--- config.mk ---
export PLATFORM = sky130hd
export DESIGN_NAME = psu_ctrl
export DESIGN_NICKNAME = d
export VERILOG_FILES = /design/src/rtl/psu_pkg.sv /design/src/rtl/psu_ctrl.sv
export VERILOG_INCLUDE_DIRS = /design/src /design/src/rtl
export SDC_FILE = /design/constraint.sdc
export NUM_CORES = 1
export LEC_CHECK = 0
export ABC_AREA = 0
export BUFFER_PORTS_ARGS = -buffer_cell sky130_fd_sc_hd__buf_2
export CAP_MARGIN = 15
export CORE_MARGIN = 2
export CORE_UTILIZATION = 45
export DETAILED_ROUTE_END_ITERATION = 6
export PLACE_DENSITY = 0.69
export SETUP_SLACK_MARGIN = 0.02
export SLEW_MARGIN = 10
export SYNTH_ARGS = -nofsm -noshare
export SYNTH_HDL_FRONTEND = slang
export SYNTH_SLANG_ARGS = --single-unit
--- constraint.sdc ---
create_clock -name clk -period 3.4 [get_ports clk]
set_input_delay 0.34 -clock clk [delete_from_list [all_inputs] [get_ports clk]]
set_output_delay 0.34 -clock clk [all_outputs]
set_load 0.1 [all_outputs]
--- src/rtl/png_scanline_unfilter_defines.svh ---
// ----------------------------------------------------------------------------
// png_scanline_unfilter_defines
// Assertion macros shared by the scanline unfilter modules.
// ----------------------------------------------------------------------------
`ifndef PNG_SCANLINE_UNFILTER_DEFINES_SVH
`define PNG_SCANLINE_UNFILTER_DEFINES_SVH
`ifndef ASSERT_OFF
// Check a property on every clock edge outside reset
`define PSU_ASSERT(name, prop, msg) \
	name: assert property (@(posedge clk) disable iff (!arst_n) (prop)) else $error(msg);
// Check that a condition in one cycle implies another in the next
`define PSU_ASSERT_NEXT(name, pre, post, msg) \
	name: assert property (@(posedge clk) disable iff (!arst_n) (pre) |=> (post)) else $error(msg);
`else
`define PSU_ASSERT(name, prop, msg)
`define PSU_ASSERT_NEXT(name, pre, post, msg)
`endif
`endif

--- src/rtl/psu_pkg.sv ---
// ----------------------------------------------------------------------------
// psu_pkg
// Types and constants of the PNG scanline unfilter.
// ----------------------------------------------------------------------------
`default_nettype none

package psu_pkg;

	localparam int DATA_W        = 8;
	localparam int ROW_BYTES_W   = 13;
	localparam int PIXEL_BYTES_W = 4;
	localparam int CFG_IDX_W     = 1;

	// Configuration register indexes
	localparam logic [CFG_IDX_W-1:0] REG_ROW_BYTES   = 1'b0;
	localparam logic [CFG_IDX_W-1:0] REG_PIXEL_BYTES = 1'b1;

	// Highest legal filter type code
	localparam logic [DATA_W-1:0] FILT_MAX_CODE = 8'd4;

	typedef enum logic [2:0] {
		FILT_NONE  = 3'd0,
		FILT_SUB   = 3'd1,
		FILT_UP    = 3'd2,
		FILT_AVG   = 3'd3,
		FILT_PAETH = 3'd4
	} filt_t;

	// One request from the row sequencer to the reconstruction stage
	typedef struct packed {
		logic              is_err;
		logic              row_start;
		logic              first_row;
		logic              last;
		filt_t             filt;
		logic [DATA_W-1:0] data;
	} psu_op_t;

endpackage

`default_nettype wire

--- src/rtl/psu_ctrl.sv ---
// ----------------------------------------------------------------------------
// psu_ctrl
// Row sequencer: configuration, filter type decode, column and halt tracking.
// ----------------------------------------------------------------------------
`default_nettype none
`include "png_scanline_unfilter_defines.svh"

module psu_ctrl #(
	parameter int MAX_ROW_BYTES   = 4096,
	parameter int MAX_PIXEL_BYTES = 8
) (
	input  wire logic                                                 clk,
	input  wire logic                                                 arst_n,
	input  wire logic                                                 cfg_we,
	input  wire logic [psu_pkg::CFG_IDX_W-1:0]                        cfg_index,
	input  wire logic [psu_pkg::ROW_BYTES_W-1:0]                      cfg_data,
	input  wire logic                                                 in_accept,
	input  wire logic [psu_pkg::DATA_W-1:0]                           in_data,
	input  wire logic                                                 in_start,
	output logic                                                      push,
	output psu_pkg::psu_op_t                                          op,
	output logic [((MAX_ROW_BYTES > 1) ? $clog2(MAX_ROW_BYTES) : 1)-1:0]   op_idx,
	output logic [((MAX_PIXEL_BYTES > 1) ? $clog2(MAX_PIXEL_BYTES) : 1)-1:0] pix_sel
);
	import psu_pkg::*;

	localparam int ADDR_W = (MAX_ROW_BYTES > 1) ? $clog2(MAX_ROW_BYTES) : 1;
	localparam int COL_W  = $clog2(MAX_ROW_BYTES + 1);
	localparam int CMP_W  = (COL_W > ROW_BYTES_W) ? COL_W : ROW_BYTES_W;
	localparam int PIX_W  = (MAX_PIXEL_BYTES > 1) ? $clog2(MAX_PIXEL_BYTES) : 1;

	logic [COL_W-1:0]         row_len_q;
	logic [PIX_W-1:0]         pix_sel_q;
	logic [COL_W-1:0]         column_q, column_n;
	logic                     first_row_q, first_row_n;
	logic                     halted_q, halted_n;
	filt_t                    filt_q, filt_n;
	logic [CMP_W-1:0]         row_ext;
	logic [CMP_W-1:0]         row_eff;
	logic [PIXEL_BYTES_W-1:0] pix_eff;
	logic [PIXEL_BYTES_W-1:0] pix_eff_m1;
	logic [COL_W-1:0]         idx_ext;
	logic                     col_zero;
	logic                     halt_eff;
	logic                     last;
	logic                     bad_filter;

	// Clamp the written row and pixel lengths to their legal ranges
	always_comb begin
		row_ext = CMP_W'(cfg_data);
		if (row_ext == '0) begin
			row_eff = CMP_W'(1);
		end else if (row_ext > CMP_W'(MAX_ROW_BYTES)) begin
			row_eff = CMP_W'(MAX_ROW_BYTES);
		end else begin
			row_eff = row_ext;
		end
		pix_eff = cfg_data[PIXEL_BYTES_W-1:0];
		if (pix_eff == '0) begin
			pix_eff = PIXEL_BYTES_W'(1);
		end else if (pix_eff > PIXEL_BYTES_W'(MAX_PIXEL_BYTES)) begin
			pix_eff = PIXEL_BYTES_W'(MAX_PIXEL_BYTES);
		end
		pix_eff_m1 = pix_eff - PIXEL_BYTES_W'(1);
	end

	// Hold the configuration
	always_ff @(posedge clk or negedge arst_n) begin
		if (!arst_n) begin
			row_len_q <= COL_W'(1);
			pix_sel_q <= '0;
		end else if (cfg_we) begin
			unique case (cfg_index)
				REG_ROW_BYTES:   row_len_q <= row_eff[COL_W-1:0];
				REG_PIXEL_BYTES: pix_sel_q <= pix_eff_m1[PIX_W-1:0];
				default:         ;
			endcase
		end
	end

	// Decode where the incoming byte falls in the row
	assign col_zero   = in_start || (column_q == '0);
	assign halt_eff   = !in_start && halted_q;
	assign idx_ext    = column_q - COL_W'(1);
	assign last       = (column_q >= row_len_q);
	assign bad_filter = (in_data > FILT_MAX_CODE);

	// Next row state
	always_comb begin
		column_n    = column_q;
		first_row_n = first_row_q;
		halted_n    = halted_q;
		filt_n      = filt_q;
		if (in_start) begin
			column_n    = '0;
			first_row_n = 1'b1;
			halted_n    = 1'b0;
		end
		if (!halt_eff) begin
			if (col_zero) begin
				if (bad_filter) begin
					halted_n = 1'b1;
				end else begin
					filt_n   = filt_t'(in_data[2:0]);
					column_n = COL_W'(1);
				end
			end else if (last) begin
				column_n    = '0;
				first_row_n = 1'b0;
			end else begin
				column_n = column_q + COL_W'(1);
			end
		end
	end

	// Request to the reconstruction stage
	always_comb begin
		push          = in_accept && !halt_eff && (!col_zero || bad_filter);
		op.is_err     = col_zero;
		op.row_start  = (column_q == COL_W'(1));
		op.first_row  = first_row_q;
		op.last       = last && !col_zero;
		op.filt       = filt_q;
		op.data       = in_data;
		op_idx        = idx_ext[ADDR_W-1:0];
		pix_sel       = pix_sel_q;
	end

	// Advance the row state on each accepted byte
	always_ff @(posedge clk or negedge arst_n) begin
		if (!arst_n) begin
			column_q    <= '0;
			first_row_q <= 1'b1;
			halted_q    <= 1'b0;
			filt_q      <= FILT_NONE;
		end else if (in_accept) begin
			column_q    <= column_n;
			first_row_q <= first_row_n;
			halted_q    <= halted_n;
			filt_q      <= filt_n;
		end
	end

	`PSU_ASSERT_NEXT(a_err_halts, push && op.is_err, halted_q, "error request did not halt")
	`PSU_ASSERT(a_col_bound, column_q <= COL_W'(MAX_ROW_BYTES), "column beyond row store")
	`PSU_ASSERT(a_start_no_data, (in_accept && in_start) |-> !(push && !op.is_err), "image start taken as sample")

endmodule

`default_nettype wire

==> results.sh <==
export IMPL_synth_seq_cells=34
export IMPL_syn_inst=261
export IMPL_r2r_end="column_q[10]"
export IMPL_p_seq_share_pct=21.7
export IMPL_dp_slack_ps=747
export IMPL_place_congestion=0.839
export IMPL_layout_min_cycle_time_ps=2970
export IMPL_core_area_um2=5070
export IMPL_finalSetupViolCount=0
export IMPL_routed_wl_um=4910
export IMPL_register_area_um2=853
export IMPL_fillers=492
export IMPL_r2r_setup_slack_ps=960
export IMPL_first_global_vias=1925
export IMPL_path_clk_slew_ps=70
export IMPL_hp_class="input port to async pin"
export IMPL_leakagePower_nw=1.32
export IMPL_dieHeight_um=76.5
export IMPL_dr_first_iter_drc_count=108
export IMPL_overflow=0
export IMPL_ys_flop_type="dfrtp_1"
export IMPL_initial_core_util_pct=46.5
export IMPL_die_x_um=76.5
export IMPL_multi_input_area_um2=1320
export IMPL_timing_worst_slew_pin_value_ps=769
export IMPL_intPower_uw=914
export IMPL_dpl_hpwl_um=3770
export IMPL_cts_buffers=5
export IMPL_synth_edff_count=0
export IMPL_cts_root_buf="clkbuf_8"
export IMPL_io_pins=58
export IMPL_nets=348
export IMPL_cap_violations=0
export IMPL_postCtsSetupRepairBufs=0
export IMPL_r2r_start="column_q[6]"
export IMPL_synth_cell_types=46
export IMPL_antennaDiodeCount=0
export IMPL_synth_warnings=0
export IMPL_path_class="flop to output pin"
export IMPL_status="complete, no violations"
export IMPL_worst_slack_ps=434
export IMPL_row_count=26
export IMPL_antenna_found_initial=0
export IMPL_syn_to_final_growth_pct=15.7
export IMPL_tritoncts="built"
export IMPL_power_frac_comb_pct=60.7
export IMPL_path_max_fanout=9
export IMPL_cts_resized=0
export IMPL_grt_pass1_wl_um=8780
export IMPL_fin_crit_sh_pct=87.2
export IMPL_ant_nets=0
export IMPL_detail_route_drc_violations=0
export IMPL_ir_drop_mv=0.753
export IMPL_clk_latency_ps=290
export IMPL_grt_max_degree=35
export IMPL_clkPwrFrac_pct=17.6
export IMPL_viasPerCell=5.30
export IMPL_synth_sequential_area_ratio_pct=36.1
export IMPL_cts_sinks=34
export IMPL_rsz0062_at_grt="false"
export IMPL_final_cell_mix="57 x buf_2, 33 x nand2_1, 32 x dfrtp_1"
export IMPL_power_switching_mw=1.27
export IMPL_final_common_cell="buf_2"
export IMPL_power_density_nw_per_um2=799
export IMPL_hold_viol_final=0
export IMPL_io_buffers=57
export IMPL_async_reset_ff_share_pct=100
export IMPL_final_setup_tns_ps=0
export IMPL_vias=1978
export IMPL_first_pass_iters=4
export IMPL_cp_arrival_ps=2630
export IMPL_design_area_um2=2730
export IMPL_placed_cell_area_um2=2620
export IMPL_gr_usage_all_layers_pct=18.4
export IMPL_end_kind="output pin"
export IMPL_syn_num_nets=306
export IMPL_drv_slew=0
export IMPL_required_ps=3060
export IMPL_cts_htree_levels=2
export IMPL_wire_per_inst_um=13.2
export IMPL_r2r_cells=7
export IMPL_fin_worst_skew_ps=6.20
export IMPL_fmax_mhz=337
export IMPL_drive_above_1_share_pct=28.4
export IMPL_swShare_pct=58.2
export IMPL_cts_path_max_buffers=2
export IMPL_relSlewSlack_pct=48.7
export IMPL_dieArea_um2=5850
export IMPL_syn_avg_cell_area_um2=9.05
export IMPL_syn_area_um2=2360
export IMPL_cp_start_kind="flop"
export IMPL_cts_hold_buf=0
flip-flops by register name, indices dropped and copies added, names as in the netlist:
register / count
first_row_q: 1
pix_sel: 3
filt_q: 3
halted_q: 1
row_len_q: 13
column_q: 13
logic make-up (layout without fill, tap and decap cells):
| kind of cell | Yosys count | count (layout) | share of synthesized area, % |
|---|---|---|---|
| muxes | 5 | 5 | 2.38 |
| buffers and inverters | 42 | 84 | 9.69 |
| DFF | 34 | 34 | 36.1 |
| and+or+nand+nor | 93 | 93 | 20.3 |
| AOI/OAI and AO/OA | 57 | 57 | 17.5 |
| xor gates and xnor gates | 12 | 12 | 4.45 |
| adders and majority gates | 18 | 18 | 9.53 |
power groups by stage:
stage	combinational, mW	sequential (mW)	clock [mW]
floorplan	1.08	0.552	0
global placement	1.33	0.481	0
detailed placement	1.33	0.481	0
CTS	1.33	0.474	0.390
global route	1.39	0.479	0.405
finish	1.33	0.474	0.384
stage by stage:
stage	cells	hold WS (ps)	total power [mW]	utilization [%]
after floorplan	261	44.4	1.63	-
after global placement	366	462	1.81	51.7
after detailed placement	366	466	1.81	51.7
after CTS	373	147	2.20	53.9
after global routing	373	187	2.27	53.9
final	373	120	2.18	53.9
worst max-delay path by stage:
| stage | start | end | slack, ps | cells after the start |
|---|---|---|---|---|
| 6_report | column_q[10] | op[11] | 430 | 7 |
| 5_1_grt | column_q[10] | op[11] | 270 | 7 |
| 4_1_cts | column_q[10] | op[11] | 430 | 7 |
| 3_5_place_dp | column_q[10] | op[11] | 750 | 7 |
| 3_3_place_gp | column_q[10] | op[11] | 810 | 7 |
| 2_1_floorplan | column_q[3] | op_idx[9] | 30 | 5 |
layout make-up:
cell class / count / share of cell area, %
Timing Repair Buffer: 57 / 10.4
Inverter: 20 / 2.75
Clock inverter: 1 / 1.10
Clock buffer: 6 / 3.02
Tap cell: 70 / 3.20
Sequential cell: 34 / 31.2
Multi-Input combinational cell: 185 / 48.3
synth_stat cells, types with 3 or more instances:
cell / number / area (um^2)
a21o_1: 4 / 30.0
a21oi_1: 11 / 55.1
a22o_1: 10 / 87.6
and3_1: 4 / 25.0
buf_2: 4 / 20.0
buf_4: 10 / 75.1
clkbuf_1: 3 / 11.3
dfrtp_1: 32 / 801
ha_1: 18 / 225
inv_1: 19 / 71.3
mux2_2: 5 / 56.3
nand2_1: 33 / 124
nand2b_1: 4 / 25.0
nand3_1: 8 / 40.0
nand4_1: 5 / 31.3
nor2_1: 17 / 63.8
nor3_1: 4 / 20.0
nor3b_1: 3 / 22.5
nor4_1: 4 / 25.0
o21ai_0: 17 / 85.1
o21bai_1: 4 / 30.0
o311ai_0: 3 / 26.3
xnor2_1: 7 / 61.3
xor2_1: 5 / 43.8
layer usage:
| layer | GRT usage (%) | up-vias | wire length (um) | share of wire (%) |
|---|---|---|---|---|
| li1 | - | 987 | - | - |
| met1 | 23.1 | 941 | 2160 | 44 |
| met2 | 31.8 | 42 | 2470 | 50 |
| met3 | 4.38 | 8 | 209 | 4.3 |
| met5 | 0 | - | 0 | 0 |
| met4 | 4.91 | 0 | 61 | 1.2 |
worst max-delay path, cell delays in order (launching register included):
cell and delay (ps):
dfrtp_1 510, ha_1 350, nand2_1 60, nor4_1 360
a221oi_1 200, and2_1 260, nor2_2 140, buf_2 440
Note: power is estimated with default switching activity, not from simulation.
