**config.mk**
```make
export PLATFORM = sky130hd
export DESIGN_NAME = psu_recon
export DESIGN_NICKNAME = d
export VERILOG_FILES = /design/src/rtl/psu_pkg.sv /design/src/rtl/psu_recon.sv
export VERILOG_INCLUDE_DIRS = /design/src /design/src/rtl
export SDC_FILE = /design/constraint.sdc
export NUM_CORES = 1
export LEC_CHECK = 0
export ABC_CLOCK_PERIOD_IN_PS = 16600
export BUFFER_PORTS_ARGS = -buffer_cell sky130_fd_sc_hd__buf_4
export CAP_MARGIN = 40
export CORE_MARGIN = 5
export CORE_UTILIZATION = 61
export CTS_BUF_LIST = sky130_fd_sc_hd__clkbuf_4 sky130_fd_sc_hd__clkbuf_8 sky130_fd_sc_hd__clkbuf_16
export CTS_CLUSTER_SIZE = 12
export DETAILED_ROUTE_END_ITERATION = 8
export PLACE_DENSITY = 0.85
export SYNTH_ARGS = -nofsm -noshare
export SYNTH_HDL_FRONTEND = slang
export SYNTH_SLANG_ARGS = --single-unit
```
**constraint.sdc**
```tcl
create_clock -name clk -period 16.6 [get_ports clk]
set_clock_uncertainty 0.1 [all_clocks]
set_input_delay 2.49 -clock clk [delete_from_list [all_inputs] [get_ports clk]]
set_output_delay 2.49 -clock clk [all_outputs]
set_load 0.01 [all_outputs]
```
**src/rtl/png_scanline_unfilter_defines.svh**
```systemverilog
// ----------------------------------------------------------------------------
// png_scanline_unfilter_defines
// Assertion macros shared by the scanline unfilter modules.
// ----------------------------------------------------------------------------
`ifndef PNG_SCANLINE_UNFILTER_DEFINES_SVH
`define PNG_SCANLINE_UNFILTER_DEFINES_SVH
`ifndef ASSERT_OFF
// Check a property on every clock edge outside reset
`define PSU_ASSERT(name, prop, msg) \
	name: assert property (@(posedge clk) disable iff (!arst_n) (prop)) else $error(msg);
// Check that a condition in one cycle implies another in the next
`define PSU_ASSERT_NEXT(name, pre, post, msg) \
	name: assert property (@(posedge clk) disable iff (!arst_n) (pre) |=> (post)) else $error(msg);
`else
`define PSU_ASSERT(name, prop, msg)
`define PSU_ASSERT_NEXT(name, pre, post, msg)
`endif
`endif

```
**src/rtl/psu_pkg.sv**
```systemverilog
// ----------------------------------------------------------------------------
// psu_pkg
// Types and constants of the PNG scanline unfilter.
// ----------------------------------------------------------------------------
`default_nettype none

package psu_pkg;

	localparam int DATA_W        = 8;
	localparam int ROW_BYTES_W   = 13;
	localparam int PIXEL_BYTES_W = 4;
	localparam int CFG_IDX_W     = 1;

	// Configuration register indexes
	localparam logic [CFG_IDX_W-1:0] REG_ROW_BYTES   = 1'b0;
	localparam logic [CFG_IDX_W-1:0] REG_PIXEL_BYTES = 1'b1;

	// Highest legal filter type code
	localparam logic [DATA_W-1:0] FILT_MAX_CODE = 8'd4;

	typedef enum logic [2:0] {
		FILT_NONE  = 3'd0,
		FILT_SUB   = 3'd1,
		FILT_UP    = 3'd2,
		FILT_AVG   = 3'd3,
		FILT_PAETH = 3'd4
	} filt_t;

	// One request from the row sequencer to the reconstruction stage
	typedef struct packed {
		logic              is_err;
		logic              row_start;
		logic              first_row;
		logic              last;
		filt_t             filt;
		logic [DATA_W-1:0] data;
	} psu_op_t;

endpackage

`default_nettype wire

```
**src/rtl/psu_recon.sv**
```systemverilog
// ----------------------------------------------------------------------------
// psu_recon
// Reconstruction stage: predictor, neighbor history and output register.
// ----------------------------------------------------------------------------
`default_nettype none
`include "png_scanline_unfilter_defines.svh"

module psu_recon #(
	parameter int MAX_ROW_BYTES   = 4096,
	parameter int MAX_PIXEL_BYTES = 8
) (
	input  wire logic                                                      clk,
	input  wire logic                                                      arst_n,
	input  wire logic                                                      push,
	input  wire psu_pkg::psu_op_t                                          op,
	input  wire logic [((MAX_ROW_BYTES > 1) ? $clog2(MAX_ROW_BYTES) : 1)-1:0]   op_idx,
	input  wire logic [((MAX_PIXEL_BYTES > 1) ? $clog2(MAX_PIXEL_BYTES) : 1)-1:0] pix_sel,
	output logic                                                           ready,
	output logic [((MAX_ROW_BYTES > 1) ? $clog2(MAX_ROW_BYTES) : 1)-1:0]        ram_raddr,
	output logic                                                           ram_we,
	output logic [((MAX_ROW_BYTES > 1) ? $clog2(MAX_ROW_BYTES) : 1)-1:0]        ram_waddr,
	output logic [psu_pkg::DATA_W-1:0]                                     ram_wdata,
	input  wire logic [psu_pkg::DATA_W-1:0]                                ram_rdata,
	output logic                                                           m_axis_tvalid,
	input  wire logic                                                      m_axis_tready,
	output logic [psu_pkg::DATA_W-1:0]                                     m_axis_tdata,
	output logic                                                           m_axis_tlast,
	output logic                                                           m_axis_tuser
);
	import psu_pkg::*;

	localparam int ADDR_W = (MAX_ROW_BYTES > 1) ? $clog2(MAX_ROW_BYTES) : 1;

	// Predictor for one filter type, all modulo 256
	function automatic logic [DATA_W-1:0] predict(
		filt_t f, logic [DATA_W-1:0] a, logic [DATA_W-1:0] b, logic [DATA_W-1:0] c
	);
		logic [DATA_W-1:0] pa;
		logic [DATA_W-1:0] pb;
		logic [DATA_W:0]   pc;
		logic [DATA_W:0]   ab;
		logic [DATA_W:0]   c2;
		logic [DATA_W-1:0] res;
		pa = (b > c) ? (b - c) : (c - b);
		pb = (a > c) ? (a - c) : (c - a);
		ab = {1'b0, a} + {1'b0, b};
		c2 = {c, 1'b0};
		pc = (ab > c2) ? (ab - c2) : (c2 - ab);
		unique case (f)
			FILT_NONE: res = '0;
			FILT_SUB:  res = a;
			FILT_UP:   res = b;
			FILT_AVG:  res = ab[DATA_W:1];
			FILT_PAETH: begin
				if ((pa <= pb) && ({1'b0, pa} <= pc)) begin
					res = a;
				end else if ({1'b0, pb} <= pc) begin
					res = b;
				end else begin
					res = c;
				end
			end
			default:   res = '0;
		endcase
		return res;
	endfunction

	logic              valid_s1;
	psu_op_t           op_s1;
	logic [ADDR_W-1:0] idx_s1;
	logic              s1_fire;
	logic              out_valid_q;
	logic [DATA_W-1:0] out_data_q;
	logic              out_last_q;
	logic              out_err_q;
	logic [DATA_W-1:0] left_q [MAX_PIXEL_BYTES];
	logic [DATA_W-1:0] upl_q  [MAX_PIXEL_BYTES];
	logic [DATA_W-1:0] nb_a;
	logic [DATA_W-1:0] nb_b;
	logic [DATA_W-1:0] nb_c;
	logic [DATA_W-1:0] val;

	// Stage handshake: the output register parts stage 1 from the sink
	assign s1_fire = valid_s1 && (!out_valid_q || m_axis_tready);
	assign ready   = !valid_s1 || s1_fire;

	// Re-read the held entry while stage 1 stalls
	assign ram_raddr = (valid_s1 && !s1_fire) ? idx_s1 : op_idx;

	// Neighbors and reconstructed byte
	always_comb begin
		nb_a = op_s1.row_start ? '0 : left_q[pix_sel];
		nb_c = op_s1.row_start ? '0 : upl_q[pix_sel];
		nb_b = op_s1.first_row ? '0 : ram_rdata;
		val  = op_s1.data + predict(op_s1.filt, nb_a, nb_b, nb_c);
	end

	// Write the reconstructed byte back as next row's upper neighbor
	assign ram_we    = s1_fire && !op_s1.is_err;
	assign ram_waddr = idx_s1;
	assign ram_wdata = val;

	// Stage 1 control
	always_ff @(posedge clk or negedge arst_n) begin
		if (!arst_n) begin
			valid_s1 <= 1'b0;
		end else if (push) begin
			valid_s1 <= 1'b1;
		end else if (s1_fire) begin
			valid_s1 <= 1'b0;
		end
	end

	// Stage 1 payload
	always_ff @(posedge clk) begin
		if (push) begin
			op_s1  <= op;
			idx_s1 <= op_idx;
		end
	end

	// Shift the left and upper-left history, dropping it at row start
	always_ff @(posedge clk or negedge arst_n) begin
		if (!arst_n) begin
			for (int k = 0; k < MAX_PIXEL_BYTES; k++) begin
				left_q[k] <= '0;
				upl_q[k]  <= '0;
			end
		end else if (ram_we) begin
			left_q[0] <= val;
			upl_q[0]  <= nb_b;
			for (int k = 1; k < MAX_PIXEL_BYTES; k++) begin
				left_q[k] <= op_s1.row_start ? '0 : left_q[k-1];
				upl_q[k]  <= op_s1.row_start ? '0 : upl_q[k-1];
			end
		end
	end

	// Output register control
	always_ff @(posedge clk or negedge arst_n) begin
		if (!arst_n) begin
			out_valid_q <= 1'b0;
		end else if (s1_fire) begin
			out_valid_q <= 1'b1;
		end else if (m_axis_tready) begin
			out_valid_q <= 1'b0;
		end
	end

	// Output register payload
	always_ff @(posedge clk) begin
		if (s1_fire) begin
			out_data_q <= op_s1.is_err ? '0 : val;
			out_last_q <= op_s1.last;
			out_err_q  <= op_s1.is_err;
		end
	end

	assign m_axis_tvalid = out_valid_q;
	assign m_axis_tdata  = out_data_q;
	assign m_axis_tlast  = out_last_q;
	assign m_axis_tuser  = out_err_q;

	`PSU_ASSERT(a_err_fields, (m_axis_tvalid && m_axis_tuser) |-> (!m_axis_tlast && m_axis_tdata == '0), "error result carries data")
	`PSU_ASSERT_NEXT(a_hold_idx, valid_s1 && !s1_fire, valid_s1 && $stable(idx_s1), "stalled entry lost")
	`PSU_ASSERT_NEXT(a_fire_loads, s1_fire, out_valid_q, "result not registered")

endmodule

`default_nettype wire

```
==> out/metrics.json, run 1 <==
{
  "cells_and_area": {
    "antenna_cells_inserted": 0,
    "area.growth.synth_to_final_pct": 11.9,
    "finish.net_count": 1348,
    "final.fill_count": 1311,
    "finish.utilization_pct": 69.5,
    "post_route_cells_drive_above_1_share_pct": 15.7
  },
  "global_route": {
    "grt_antenna_before_repair": 0,
    "maximum_number_of_pins_on_one_net_before_global_route_repair": 88,
    "grt_pass1_wl_um": 47700,
    "grt_usage_pct": 28.0,
    "via_count_of_the_first_global_routing_pass": 8978,
    "overflow": 0
  },
  "logic_synthesis": {
    "synthesized_area_per_cell_um2": 9.52,
    "synthFlopType": "sky130_fd_sc_hd__dfrtp_1",
    "synth_seq_cells": 167,
    "yosysUniqueCellTypes": 72,
    "postSynth.asyncResetShare_pct": 77.8,
    "post-synth-top-count-cell": "sky130_fd_sc_hd__nand2_1",
    "yosys_warnings": 0,
    "syn_area_um2": 11200,
    "synth_cell_count_leaders": "282 x sky130_fd_sc_hd__nand2_1, 130 x sky130_fd_sc_hd__dfrtp_1, 113 x sky130_fd_sc_hd__nand3b_1",
    "syn_nets": 1300,
    "yosys.area.top_type": "sky130_fd_sc_hd__dfrtp_1",
    "synth_seq_area_share_pct": 39.1,
    "synth-edff-count": 37,
    "syn-instance-count": 1172,
    "synth_top_cells_by_area": "sky130_fd_sc_hd__dfrtp_1 29%, sky130_fd_sc_hd__edfxtp_1 10%, sky130_fd_sc_hd__nand2_1 9.5%, sky130_fd_sc_hd__ha_1 9.1%, sky130_fd_sc_hd__nand3b_1 7.6%",
    "post-synth-top-area-fraction_pct": 29.1
  },
  "worst_setup_path": {
    "cpLargestDelayFamily": "compound AO/OA/AOI/OAI gates",
    "cp_num_cells": 36,
    "critical_path.startpoint_type": "input pin",
    "crit_path_frequent_cell": "sky130_fd_sc_hd__o21a_1",
    "critical-path-max-stage-delay_ps": 590,
    "crit_required_ps": 14010,
    "cp_slowest_cell": "sky130_fd_sc_hd__mux4_2",
    "crit_path_max_fanout": 32,
    "reg2reg_depth": 34,
    "critPathCaptureType": "primary output",
    "worst_ep_arrival_time_ps": 11630,
    "critical_path_buf_inv_count": 2,
    "critical_path_class": "in2out"
  },
  "floorplan": {
    "initial_cell_density_of_the_core_pct": 62.1,
    "dieWidth_um": 145,
    "fp.dieH_um": 145,
    "number_of_ports_placed_on_the_die_boundary": 87,
    "design.die.area_um2": 21100,
    "floorplan.core_area_um2": 18000,
    "fp-row-count": 49
  },
  "worst_hold_path": {
    "hold-path-cell-count": 0,
    "hold_path.class": "reg2reg"
  },
  "status": {
    "run_status": "completed"
  },
  "sta": {
    "period_minus_slack_ps": 14220,
    "grt_setup_unrepaired": "no",
    "crit_path_setup_slack_layout_ps": 2380,
    "timing.final.crit_share_pct": 85.6,
    "totalNegativeSetupSlack_ps": 0,
    "final-setup-viol-count": 0,
    "maxSlewHeadroom_pct": 43.9,
    "final_max_slew_viol_count": 0,
    "final-hold-violation-count": 0,
    "worst_slew_pin_slew_ps": 841,
    "maxClockFrequency_mhz": 70.3
  },
  "routing": {
    "drt-total-wl_um": 29800,
    "first_pass_iters": 5,
    "avgRoutedWirePerCell_um": 20.4,
    "dr_total_vias": 9007,
    "drc_errors": 0,
    "drt-vias-per-instance": 6.16,
    "drt_iter0_markers": 1004,
    "antenna_left": 0
  },
  "clock_tree": {
    "post-cts-setup-buffers": 0,
    "clock_latency_ps": 430,
    "cts_repair_resize_count": 0,
    "cts.sinks": 167,
    "cts_tree": "done",
    "cts_max_path_buffers": 2,
    "number_of_buffers_inserted_during_clock_tree_synthesis": 17,
    "cts-hold-fix-buffers": 0,
    "htree_levels": 4,
    "clk_tree_root_cell": "sky130_fd_sc_hd__clkbuf_16",
    "path_clk_slew_ps": 70
  },
  "power_and_ir_drop": {
    "p_leak_nw": 6.09,
    "power-per-cell-area_nw_per_um2": 118,
    "ir_worst_vdd_mv": 0.113
  },
  "place": {
    "dpl.hpwl_um": 21100,
    "dp_slack_ps": 2520,
    "count_of_input_and_output_buffers": 86,
    "place.gp.congestion": 1.08
  },
  "job": {
    "cap_viol_max_count": 0
  }
}
-- worst paths after layout --
check	slack, ps	to	start
max	2380	ram_wdata[7]	pix_sel[0]
min	330	m_axis_tlast$_DFFE_PP_	op_s1[11]$_DFFE_PP_
max reg2reg	7440	m_axis_tdata[7]$_SDFFCE_PP0P_	left_q[40]$_DFFE_PN0P_
min reg2reg	330	m_axis_tlast$_DFFE_PP_	op_s1[11]$_DFFE_PP_
max in group asynchronous	13200	upl_q[54]$_DFFE_PN0P_	arst_n
min in group asynchronous	1940	upl_q[11]$_DFFE_PN0P_	arst_n
-- metrics by stage --
step	area, um^2	total power, mW	hold WS, ps	instances
after floorplan	11200	0.904	300	1172
after global placement	11900	1.04	302	1430
after detailed placement	11900	1.06	311	1430
after CTS	12500	1.47	328	1462
after global routing	12500	1.55	356	1462
final	12500	1.47	326	1462
-- power by group --
group / internal (mW) / switching [mW] / total (mW)
registers: 0.462 / 0.0331 / 0.496
clock network: 0.232 / 0.171 / 0.403
logic: 0.242 / 0.332 / 0.574
-- worst reg2reg max path, delay by kind of cell (launching register included) --
kind / cells / cell delay, ps
simple gates: 5 / 1210
compound gates: 18 / 4110
flops: 1 / 400
fa+ha+maj: 5 / 1530
mux: 3 / 900
xor+xnor: 3 / 730
-- placed cells by master (no fill, tap or decap), types with 3 or more instances in the layout --
cell type                     n
sky130_fd_sc_hd__nand3_1      8
sky130_fd_sc_hd__mux4_2      31
sky130_fd_sc_hd__buf_4       92
sky130_fd_sc_hd__and3_1       3
sky130_fd_sc_hd__o21bai_1     8
sky130_fd_sc_hd__a21oi_1     39
sky130_fd_sc_hd__dfrtp_1    130
sky130_fd_sc_hd__a21o_1      14
sky130_fd_sc_hd__nand2_1    282
sky130_fd_sc_hd__a221oi_1     3
sky130_fd_sc_hd__a211oi_1     8
sky130_fd_sc_hd__o21a_1       7
sky130_fd_sc_hd__nand3b_1   113
sky130_fd_sc_hd__inv_6        4
sky130_fd_sc_hd__nor2_1      51
sky130_fd_sc_hd__a31oi_1      4
sky130_fd_sc_hd__o21ai_1      4
sky130_fd_sc_hd__clkbuf_16   17
sky130_fd_sc_hd__xor2_1      12
sky130_fd_sc_hd__nor2b_1     13
sky130_fd_sc_hd__ha_1        81
sky130_fd_sc_hd__o211ai_1     4
sky130_fd_sc_hd__fa_1         5
sky130_fd_sc_hd__nor3_1       4
sky130_fd_sc_hd__edfxtp_1    37
sky130_fd_sc_hd__inv_1       61
sky130_fd_sc_hd__nand4_1     12
sky130_fd_sc_hd__mux2i_1     23
sky130_fd_sc_hd__a221o_1      8
sky130_fd_sc_hd__maj3_1       3
sky130_fd_sc_hd__xnor2_1     21
sky130_fd_sc_hd__nand2b_1    18
sky130_fd_sc_hd__mux2_2      18
sky130_fd_sc_hd__o21ai_0     38
-- cells by family (layout without fill, tap and decap cells) --
logic type	count (synthesis)	after routing	share of synthesized area, %
buffers and inverters	126	187	4.42
muxes	76	76	10.8
and+or+nand+nor	519	519	22.9
adders and majority gates	89	89	10.2
DFF	167	167	39.1
AOI/OAI and AO/OA	162	162	9.94
xor gates and xnor gates	33	33	2.59
-- per-layer routing --
metal | share of wire (%) | GRT usage, % | vias up
met2 | 49 | 45.7 | 366
met5 | 0 | 0 | -
met4 | 5.0 | 14.0 | 0
li1 | - | - | 4171
met3 | 5.4 | 4.58 | 91
met1 | 41 | 36.5 | 4379
-- sequential cells by signal (all words and copies together) (netlist names) --
name / count
left_q: 64
m_axis_tdata: 8
m_axis_tlast: 1
m_axis_tuser: 1
m_axis_tvalid: 1
op_s1: 15
ram_waddr: 12
upl_q: 64
valid_s1: 1
-- area by class of cell --
type / instances / area, um^2 / share of cell area, %
Sequential cell: 167 / 4360 / 34.9
Timing Repair Buffer: 93 / 702 / 5.62
Tap cell: 229 / 287 / 2.29
Multi-Input combinational cell: 879 / 6310 / 50.5
Clock buffer: 20 / 454 / 3.64
Clock inverter: 12 / 141 / 1.13
Inverter: 62 / 234 / 1.87
No activity file was read; power rests on OpenSTA's default activity.
==> run 2: changes to the inputs <==
--- a/config.mk
+++ b/config.mk
@@ -6,15 +6,15 @@
 export SDC_FILE = /design/constraint.sdc
 export NUM_CORES = 1
 export LEC_CHECK = 0
-export ABC_CLOCK_PERIOD_IN_PS = 16600
+export ABC_CLOCK_PERIOD_IN_PS = 17900
 export BUFFER_PORTS_ARGS = -buffer_cell sky130_fd_sc_hd__buf_4
-export CAP_MARGIN = 40
+export CAP_MARGIN = 10
 export CORE_MARGIN = 5
-export CORE_UTILIZATION = 61
+export CORE_UTILIZATION = 66
 export CTS_BUF_LIST = sky130_fd_sc_hd__clkbuf_4 sky130_fd_sc_hd__clkbuf_8 sky130_fd_sc_hd__clkbuf_16
 export CTS_CLUSTER_SIZE = 12
 export DETAILED_ROUTE_END_ITERATION = 8
-export PLACE_DENSITY = 0.85
+export PLACE_DENSITY = 0.91
 export SYNTH_ARGS = -nofsm -noshare
 export SYNTH_HDL_FRONTEND = slang
 export SYNTH_SLANG_ARGS = --single-unit
==> constraint.sdc (replaced) <==
create_clock -name clk -period 17.9 [get_ports clk]
set_clock_uncertainty 0.1 [all_clocks]
set_input_delay 2.685 -clock clk [delete_from_list [all_inputs] [get_ports clk]]
set_output_delay 2.685 -clock clk [all_outputs]
set_load 0.05 [all_outputs]
==> run 2 against run 1 <==
Clock power decreased by 5.2%. Hold slack improved by 1.5 ps. Via count increased by 4.7%. Flip-flop and latch count unchanged. Clock-buffer cell count decreased by 2. Routed wire length increased by 4.2%. Power decreased by 3.0%. Sequential share of layout area about the same.
==> out/metrics.json, run 2 (synthesis results as in run 1) <==
{
  "cells_and_area": {
    "finish.net_count": {"value": 1347, "change": "-0.074%"},
    "fin_cells": {"value": 1453, "change": "-0.62%"},
    "commonest_non_fill_non_tap_cells_in_the_layout": "282 x sky130_fd_sc_hd__nand2_1, 130 x sky130_fd_sc_hd__dfrtp_1, 113 x sky130_fd_sc_hd__nand3b_1, 92 x sky130_fd_sc_hd__buf_4, 81 x sky130_fd_sc_hd__ha_1",
    "final_cell_area": {"value": 12500, "unit": "um^2", "change": "about the same"},
    "area.growth.synth_to_final": {"value": 11.8, "unit": "%", "change": "about the same"},
    "post_route_cells_drive_above_1_share": {"value": 15.5, "unit": "%", "change": "-0.23 points"},
    "mostFrequentLayoutCell": "sky130_fd_sc_hd__nand2_1",
    "largestRegisters": "left_q x64, upl_q x64, op_s1 x15",
    "finish.utilization": {"value": 75.3, "unit": "%", "change": "+5.8 points"}
  },
  "clock_tree": {
    "cts_tree": "done",
    "cts_repair_resize_count": {"value": 0, "change": "unchanged"},
    "cts_max_path_buffers": {"value": 2, "change": "unchanged"},
    "post-cts-setup-buffers": {"value": 0, "change": "unchanged"},
    "path_clk_slew": {"value": 70, "unit": "ps", "change": "about the same"},
    "clk_tree_root_cell": "sky130_fd_sc_hd__clkbuf_16",
    "cts-hold-fix-buffers": {"value": 0, "change": "unchanged"},
    "number_of_buffers_inserted_during_clock_tree_synthesis": {"value": 17, "change": "unchanged"},
    "cts.sinks": {"value": 167, "change": "unchanged"},
    "clock_latency": {"value": 430, "unit": "ps", "change": "about the same"},
    "htree_levels": {"value": 4, "change": "unchanged"}
  },
  "routing": {
    "avgRoutedWirePerCell": {"value": 21.4, "unit": "um", "change": "+4.8%"},
    "drt-vias-per-instance": {"value": 6.49, "change": "+5.3%"},
    "drt-total-wl": {"value": 31100, "unit": "um", "change": "+4.2%"},
    "drc_errors": {"value": 0, "change": "unchanged"},
    "dr_total_vias": {"value": 9429, "change": "+4.7%"},
    "antenna_left": {"value": 0, "change": "unchanged"},
    "first_pass_iters": {"value": 6, "change": "+1"},
    "drt_iter0_markers": {"value": 896, "change": "-11%"}
  },
  "worst_setup_path": {
    "rrSetupSlack": {"value": 8000, "unit": "ps", "change": "+560 ps"},
    "critPathCaptureType": "primary output",
    "crit_required": {"value": 15110, "unit": "ps", "change": "+1100 ps"},
    "critical_path.reg2reg.startpoint": "op_s1[13]$_DFFE_PP_",
    "crit_path_end": "ram_wdata[7]",
    "cp_slowest_cell": "sky130_fd_sc_hd__mux4_2",
    "reg2reg_depth": {"value": 33, "change": "-2.9%"},
    "worst_ep_arrival_time": {"value": 11870, "unit": "ps", "change": "+240 ps"},
    "worst_setup_path_startpoint": "pix_sel[0]",
    "crit_path_max_fanout": {"value": 32, "change": "unchanged"},
    "critical_path.startpoint_type": "input pin",
    "critical-path-max-stage-delay": {"value": 580, "unit": "ps", "change": "about the same"},
    "critical_path_class": "in2out",
    "timing.rr.end": "left_q[63]$_DFFE_PN0P_"
  },
  "power_and_ir_drop": {
    "total_power": {"value": 1.43, "unit": "mW", "change": "-3.0%"},
    "power-per-cell-area": {"value": 114, "unit": "nW/um^2", "change": "-3.0%"},
    "p_leak": {"value": 6.09, "unit": "nW", "change": "about the same"},
    "ir_worst_vdd": {"value": 0.0849, "unit": "mV", "change": "-25%"}
  },
  "worst_hold_path": {
    "hold_path.class": "reg2reg",
    "hold_path.startpoint": "op_s1[11]$_DFFE_PP_"
  },
  "sta": {
    "crit_path_setup_slack_layout": {"value": 3240, "unit": "ps", "change": "+861 ps"},
    "final-setup-viol-count": {"value": 0, "change": "unchanged"},
    "totalNegativeSetupSlack": {"value": 0, "unit": "ps", "change": "unchanged"},
    "grt_setup_unrepaired": "no",
    "maxSlewHeadroom": {"value": 33.8, "unit": "%", "change": "-10 points"},
    "period_minus_slack_ps": 14660,
    "final-hold-violation-count": {"value": 0, "change": "unchanged"},
    "worst_slew_pin_slew": {"value": 994, "unit": "ps", "change": "+153 ps"},
    "maxClockFrequency_mhz": 68.2,
    "timing.final.crit_share_pct": 81.9,
    "final_max_slew_viol_count": {"value": 0, "change": "unchanged"},
    "finalHoldWorstSlack": {"value": 327, "unit": "ps", "change": "+1.51 ps"}
  },
  "floorplan": {
    "initial_cell_density_of_the_core": {"value": 67.3, "unit": "%", "change": "+5.2 points"},
    "dieWidth": {"value": 140, "unit": "um", "change": "-3.6%"},
    "fp.dieH": {"value": 140, "unit": "um", "change": "-3.6%"},
    "design.die.area": {"value": 19600, "unit": "um^2", "change": "-7.1%"},
    "fp-row-count": {"value": 47, "change": "-4.1%"},
    "floorplan.core_area": {"value": 16600, "unit": "um^2", "change": "-7.7%"},
    "number_of_ports_placed_on_the_die_boundary": {"value": 87, "change": "unchanged"}
  },
  "place": {
    "place.gp.congestion": {"value": 0.987, "change": "-8.9%"},
    "count_of_input_and_output_buffers": {"value": 86, "change": "unchanged"},
    "placedInstanceArea": {"value": 11900, "unit": "um^2", "change": "-0.19%"},
    "dp_slack": {"value": 3450, "unit": "ps", "change": "+926 ps"},
    "dpl.hpwl": {"value": 21200, "unit": "um", "change": "+0.55%"},
    "placedCellCount": {"value": 1420, "change": "-0.70%"}
  },
  "status": {
    "run_status": "completed"
  },
  "global_route": {
    "grt_usage": {"value": 31.9, "unit": "%", "change": "+3.9 points"},
    "grt_antenna_before_repair": {"value": 0, "change": "unchanged"},
    "via_count_of_the_first_global_routing_pass": {"value": 9558, "change": "+6.5%"},
    "grt_pass1_wl": {"value": 49800, "unit": "um", "change": "+4.3%"},
    "maximum_number_of_pins_on_one_net_before_global_route_repair": {"value": 99, "change": "+13%"},
    "overflow": {"value": 0, "change": "unchanged"}
  },
  "job": {
    "cap_viol_max_count": {"value": 0, "change": "unchanged"}
  }
}
[run 2: changes by cell type in the layout (fill, tap and decap cells not counted), sizes merged]
cell / before / now
inv: 67 / 65
buf: 93 / 92
diode: 0 / 1
clkinvlp: 2 / 1
bufinv: 2 / 3
clkinv: 3 / 7
clkbuf: 20 / 18
[run 2: layer usage]
layer | part of all wire, % | wire length, um | global-route usage, % | up-vias
li1 | - | - | - | 4170
met1 | 37 | 11600 | 38.5 | 4632
met2 | 51 | 15900 | 55.3 | 489
met3 | 6.5 | 2030 | 5.90 | 138
met4 | 4.9 | 1520 | 15.6 | 0
met5 | 0 | 0 | 0 | -
[run 2: worst max-delay path, delay by kind of cell]
| family | cells | cell delay (ps) |
|---|---|---|
| and+or+nand+nor | 7 | 1220 |
| buffers and inverters | 2 | 730 |
| adders and majority gates | 5 | 1570 |
| muxes | 3 | 1010 |
| AOI/OAI and AO/OA | 16 | 3860 |
| xor gates and xnor gates | 3 | 750 |
[run 2: final cells by class]
class | count | area [um^2]
flip-flops and latches | 167 | 4360
repair buffers | 92 | 691
well taps | 220 | 275
diodes | 1 | 2.50
clock inverters | 14 | 171
fillers | 1082 | 4100
multi-input cells | 879 | 6310
inverters | 62 | 234
clock buffers | 18 | 439
[run 2: where the power goes]
| part | switching, mW | total, mW | internal, mW | leakage, nW |
|---|---|---|---|---|
| clock | 0.157 | 0.382 | 0.224 | 0.297 |
| combinational | 0.357 | 0.581 | 0.224 | 3.66 |
| sequential | 0.0354 | 0.464 | 0.429 | 2.14 |
[run 2: worst min-delay path by stage]
stage / end / depth (start not counted) / slack [ps]
2_1_floorplan: m_axis_tlast$_DFFE_PP_ / 0 / 300
3_3_place_gp: m_axis_tlast$_DFFE_PP_ / 0 / 300
3_5_place_dp: m_axis_tlast$_DFFE_PP_ / 0 / 310
4_1_cts: m_axis_tlast$_DFFE_PP_ / 0 / 330
5_1_grt: m_axis_tlast$_DFFE_PP_ / 0 / 340
6_report: m_axis_tlast$_DFFE_PP_ / 0 / 330
==> run 3: changes to the inputs <==
--- a/config.mk
+++ b/config.mk
@@ -6,15 +6,16 @@
 export SDC_FILE = /design/constraint.sdc
 export NUM_CORES = 1
 export LEC_CHECK = 0
-export ABC_CLOCK_PERIOD_IN_PS = 17900
+export ABC_AREA = 1
+export ABC_CLOCK_PERIOD_IN_PS = 14600
 export BUFFER_PORTS_ARGS = -buffer_cell sky130_fd_sc_hd__buf_4
 export CAP_MARGIN = 10
 export CORE_MARGIN = 5
-export CORE_UTILIZATION = 66
+export CORE_UTILIZATION = 61
 export CTS_BUF_LIST = sky130_fd_sc_hd__clkbuf_4 sky130_fd_sc_hd__clkbuf_8 sky130_fd_sc_hd__clkbuf_16
 export CTS_CLUSTER_SIZE = 12
 export DETAILED_ROUTE_END_ITERATION = 8
-export PLACE_DENSITY = 0.91
+export PLACE_DENSITY = 0.85
 export SYNTH_ARGS = -nofsm -noshare
 export SYNTH_HDL_FRONTEND = slang
 export SYNTH_SLANG_ARGS = --single-unit
==> constraint.sdc (replaced) <==
create_clock -name clk -period 14.6 [get_ports clk]
set_clock_uncertainty 0.1 [all_clocks]
set_input_delay 2.19 -clock clk [delete_from_list [all_inputs] [get_ports clk]]
set_output_delay 2.19 -clock clk [all_outputs]
set_load 0.05 [all_outputs]
==> run 3 against run 2 <==
Synthesized area fell by 2.1%. Power rose by 45%. Die area rose by 5.5%.
==> out/metrics.json, run 3 <==
{
  "status": {
    "run_status": "completed"
  },
  "logic_synthesis": {
    "yosys.area.top_type": "sky130_fd_sc_hd__dfrtp_1",
    "synth-edff-count": {"value": 37, "change": "unchanged"},
    "postSynth.asyncResetShare": {"value": 77.8, "unit": "%", "change": "unchanged"},
    "syn_nets": {"value": 1522, "change": "+17%"},
    "synth_top_cells_by_area": "sky130_fd_sc_hd__dfrtp_1 30%, sky130_fd_sc_hd__edfxtp_1 10%, sky130_fd_sc_hd__ha_1 9.3%, sky130_fd_sc_hd__nand2_1 9.2%, sky130_fd_sc_hd__o21ai_0 7.3%",
    "synthesized_area_per_cell": {"value": 7.84, "unit": "um^2", "change": "-18%"},
    "yosysUniqueCellTypes": {"value": 51, "change": "-29%"},
    "synth_seq_cells": {"value": 167, "change": "unchanged"},
    "post-synth-top-count-cell": "sky130_fd_sc_hd__nand2_1",
    "syn_area": {"value": 10900, "unit": "um^2", "change": "-2.1%"},
    "yosys_warnings": {"value": 0, "change": "unchanged"},
    "synth_seq_area_share": {"value": 39.9, "unit": "%", "change": "+0.85 points"},
    "synthFlopType": "sky130_fd_sc_hd__dfrtp_1",
    "synth_cell_count_leaders": "267 x sky130_fd_sc_hd__nand2_1, 190 x sky130_fd_sc_hd__inv_1, 159 x sky130_fd_sc_hd__o21ai_0",
    "syn-instance-count": {"value": 1394, "change": "+19%"},
    "post-synth-top-area-fraction": {"value": 29.8, "unit": "%", "change": "+0.63 points"}
  },
  "worst_setup_path": {
    "critical_path.startpoint_type": "input pin",
    "worst_ep_arrival_time": {"value": 10740, "unit": "ps", "change": "-1130 ps"},
    "crit_required": {"value": 12310, "unit": "ps", "change": "-2800 ps"},
    "critPathCaptureType": "primary output",
    "cp_slowest_cell": "sky130_fd_sc_hd__inv_1",
    "rrSetupSlack": {"value": 5960, "unit": "ps", "change": "-2040 ps"},
    "reg2reg_depth": {"value": 55, "change": "+67%"},
    "critical-path-max-stage-delay": {"value": 520, "unit": "ps", "change": "-60 ps"},
    "critical_path.reg2reg.startpoint": "op_s1[13]$_DFFE_PP_",
    "crit_path_max_fanout": {"value": 33, "change": "+3.1%"},
    "crit_path_frequent_cell": "sky130_fd_sc_hd__nand2_1",
    "timing.rr.end": "m_axis_tdata[7]$_SDFFCE_PP0P_",
    "critical_path_class": "in2out"
  },
  "sta": {
    "totalNegativeSetupSlack": {"value": 0, "unit": "ps", "change": "unchanged"},
    "final_max_slew_viol_count": {"value": 0, "change": "unchanged"},
    "maxClockFrequency_mhz": 76.7,
    "worst_slew_pin_slew": {"value": 1090, "unit": "ps", "change": "+92.7 ps"},
    "final-hold-violation-count": {"value": 0, "change": "unchanged"},
    "final-setup-viol-count": {"value": 0, "change": "unchanged"},
    "grt_setup_unrepaired": "no",
    "period_minus_slack_ps": 13030,
    "maxSlewHeadroom": {"value": 27.0, "unit": "%", "change": "-6.7 points"},
    "timing.final.crit_share_pct": 89.3
  },
  "power_and_ir_drop": {
    "ir_worst_vdd": {"value": 0.142, "unit": "mV", "change": "+67%"},
    "power-per-cell-area": {"value": 169, "unit": "nW/um^2", "change": "+48%"},
    "p_leak": {"value": 6.09, "unit": "nW", "change": "about the same"},
    "total_power": {"value": 2.08, "unit": "mW", "change": "+45%"}
  },
  "clock_tree": {
    "htree_levels": {"value": 4, "change": "unchanged"},
    "cts.sinks": {"value": 167, "change": "unchanged"},
    "cts-hold-fix-buffers": {"value": 0, "change": "unchanged"},
    "path_clk_slew": {"value": 60, "unit": "ps", "change": "about the same"},
    "number_of_buffers_inserted_during_clock_tree_synthesis": {"value": 17, "change": "unchanged"},
    "clock_latency": {"value": 430, "unit": "ps", "change": "about the same"},
    "cts_tree": "done",
    "cts_repair_resize_count": {"value": 0, "change": "unchanged"},
    "post-cts-setup-buffers": {"value": 0, "change": "unchanged"},
    "cts_max_path_buffers": {"value": 2, "change": "unchanged"},
    "clk_tree_root_cell": "sky130_fd_sc_hd__clkbuf_16"
  },
  "place": {
    "placedInstanceArea": {"value": 11700, "unit": "um^2", "change": "-1.7%"},
    "count_of_input_and_output_buffers": {"value": 86, "change": "unchanged"},
    "place.gp.congestion": {"value": 1.06, "change": "+7.3%"},
    "dpl.hpwl": {"value": 20700, "unit": "um", "change": "-2.1%"}
  },
  "floorplan": {
    "design.die.area": {"value": 20700, "unit": "um^2", "change": "+5.5%"},
    "floorplan.core_area": {"value": 17800, "unit": "um^2", "change": "+7.2%"},
    "fp.dieH": {"value": 144, "unit": "um", "change": "+2.7%"},
    "number_of_ports_placed_on_the_die_boundary": {"value": 87, "change": "unchanged"},
    "initial_cell_density_of_the_core": {"value": 61.4, "unit": "%", "change": "-5.9 points"},
    "fp-row-count": {"value": 49, "change": "+4.3%"},
    "dieWidth": {"value": 144, "unit": "um", "change": "+2.7%"}
  },
  "job": {
    "cap_viol_max_count": {"value": 0, "change": "unchanged"}
  },
  "cells_and_area": {
    "mostFrequentLayoutCell": "sky130_fd_sc_hd__nand2_1",
    "finish.utilization": {"value": 69.1, "unit": "%", "change": "-6.2 points"},
    "layout.area.seq": {"value": 4360, "unit": "um^2", "change": "unchanged"},
    "area.growth.synth_to_final_pct": 12.4,
    "final.fill_count": {"value": 1500, "change": "+39%"},
    "multi_input_comb_area": {"value": 5530, "unit": "um^2", "change": "-12%"},
    "post_route_cells_drive_above_1_share": {"value": 12.2, "unit": "%", "change": "-3.3 points"},
    "antenna_cells_inserted": {"value": 0, "change": "-1"},
    "commonest_non_fill_non_tap_cells_in_the_layout": "267 x sky130_fd_sc_hd__nand2_1, 189 x sky130_fd_sc_hd__inv_1, 159 x sky130_fd_sc_hd__o21ai_0, 130 x sky130_fd_sc_hd__nand3_1, 130 x sky130_fd_sc_hd__dfrtp_1",
    "finish.net_count": {"value": 1568, "change": "+16%"},
    "largestRegisters": "left_q x64, upl_q x64, op_s1 x15",
    "final_cell_area": {"value": 12300, "unit": "um^2", "change": "-1.6%"}
  },
  "worst_hold_path": {
    "hold_path.startpoint": "op_s1[11]$_DFFE_PP_",
    "hold-path-cell-count": {"value": 0, "change": "unchanged"},
    "hold_path_end": "m_axis_tlast$_DFFE_PP_",
    "hold_path.class": "reg2reg"
  },
  "routing": {
    "drc_errors": {"value": 0, "change": "unchanged"},
    "drt-total-wl": {"value": 29200, "unit": "um", "change": "-5.9%"},
    "drt_iter0_markers": {"value": 1071, "change": "+20%"},
    "antenna_left": {"value": 0, "change": "unchanged"},
    "first_pass_iters": {"value": 6, "change": "unchanged"},
    "avgRoutedWirePerCell": {"value": 17.4, "unit": "um", "change": "-19%"},
    "drt-vias-per-instance": {"value": 5.88, "change": "-9.4%"},
    "dr_total_vias": {"value": 9884, "change": "+4.8%"}
  },
  "global_route": {
    "maximum_number_of_pins_on_one_net_before_global_route_repair": {"value": 103, "change": "+4.0%"},
    "grt_antenna_before_repair": {"value": 0, "change": "unchanged"},
    "overflow": {"value": 0, "change": "unchanged"},
    "grt_usage": {"value": 29.1, "unit": "%", "change": "-2.8 points"},
    "grt_pass1_wl": {"value": 48000, "unit": "um", "change": "-3.5%"},
    "via_count_of_the_first_global_routing_pass": {"value": 9399, "change": "-1.7%"}
  }
}
==> run 3: cell type report <==
class                      count  area share, %
inverter                     204           6.24
sequential                   167           35.5
clock inverter                12           1.25
tap                          229           2.33
timing repair buffer          96           5.90
clock buffer                  20           3.75
multi-input combinational    954           45.0
==> run 3: how the worst max path moves through the flow <==
stage,startpoint,end,cells after the start,slack (ps)
after global placement,pix_sel[1],ram_wdata[7],52,1990
after CTS,pix_sel[0],ram_wdata[7],61,1700
after global routing,pix_sel[0],ram_wdata[7],61,700
after detailed placement,pix_sel[0],ram_wdata[7],60,1740
final,pix_sel[1],ram_wdata[7],52,1570
after floorplan,pix_sel[0],ram_wdata[6],54,2620
==> run 3: through the flow <==
| stage | std cells | hold slack, ps | worst slack, ps |
|---|---|---|---|
| floorplan | 1394 | 300 | 2620 |
| global placement | 1650 | 303 | 1990 |
| detailed placement | 1650 | 313 | 1740 |
| CTS | 1682 | 330 | 1700 |
| global route | 1682 | 344 | 700 |
| finish | 1682 | 329 | 1570 |
==> run 3: where the power goes <==
group          internal, mW  total [mW]  switching (mW)
Clock                 0.270       0.467           0.197
Combinational         0.331        1.02           0.693
Sequential            0.546       0.586          0.0394
Total                  1.15        2.08           0.929
==> run 3: critical path, delay by kind of cell <==
family                   cells  cell delay [ps]
adder cells (fa/ha/maj)      4             1350
buffers and inverters        9             1970
XOR/XNOR                     3              690
AND/OR/NAND/NOR             18             2070
AO/OA/AOI/OAI               18             2450
==> run 3: cell families (layout without fill, tap and decap cells) <==
kind of cell | Yosys count | after routing | synth area share [%]
muxes | 3 | 3 | 0.275
AOI/OAI and AO/OA | 359 | 359 | 18.4
xor gates and xnor gates | 27 | 27 | 2.16
DFF | 167 | 167 | 39.9
adders and majority gates | 86 | 86 | 10.2
and+or+nand+nor | 479 | 479 | 19.5
buffers and inverters | 273 | 332 | 9.55
==> run 3: routing by layer <==
layer | vias up | GRT usage (%) | wire length [um]
li1 | 4753 | - | -
met1 | 4669 | 40.7 | 12900
met2 | 397 | 46.9 | 13800
met3 | 65 | 4.73 | 1850
met4 | 0 | 8.57 | 678
met5 | - | 0 | 0
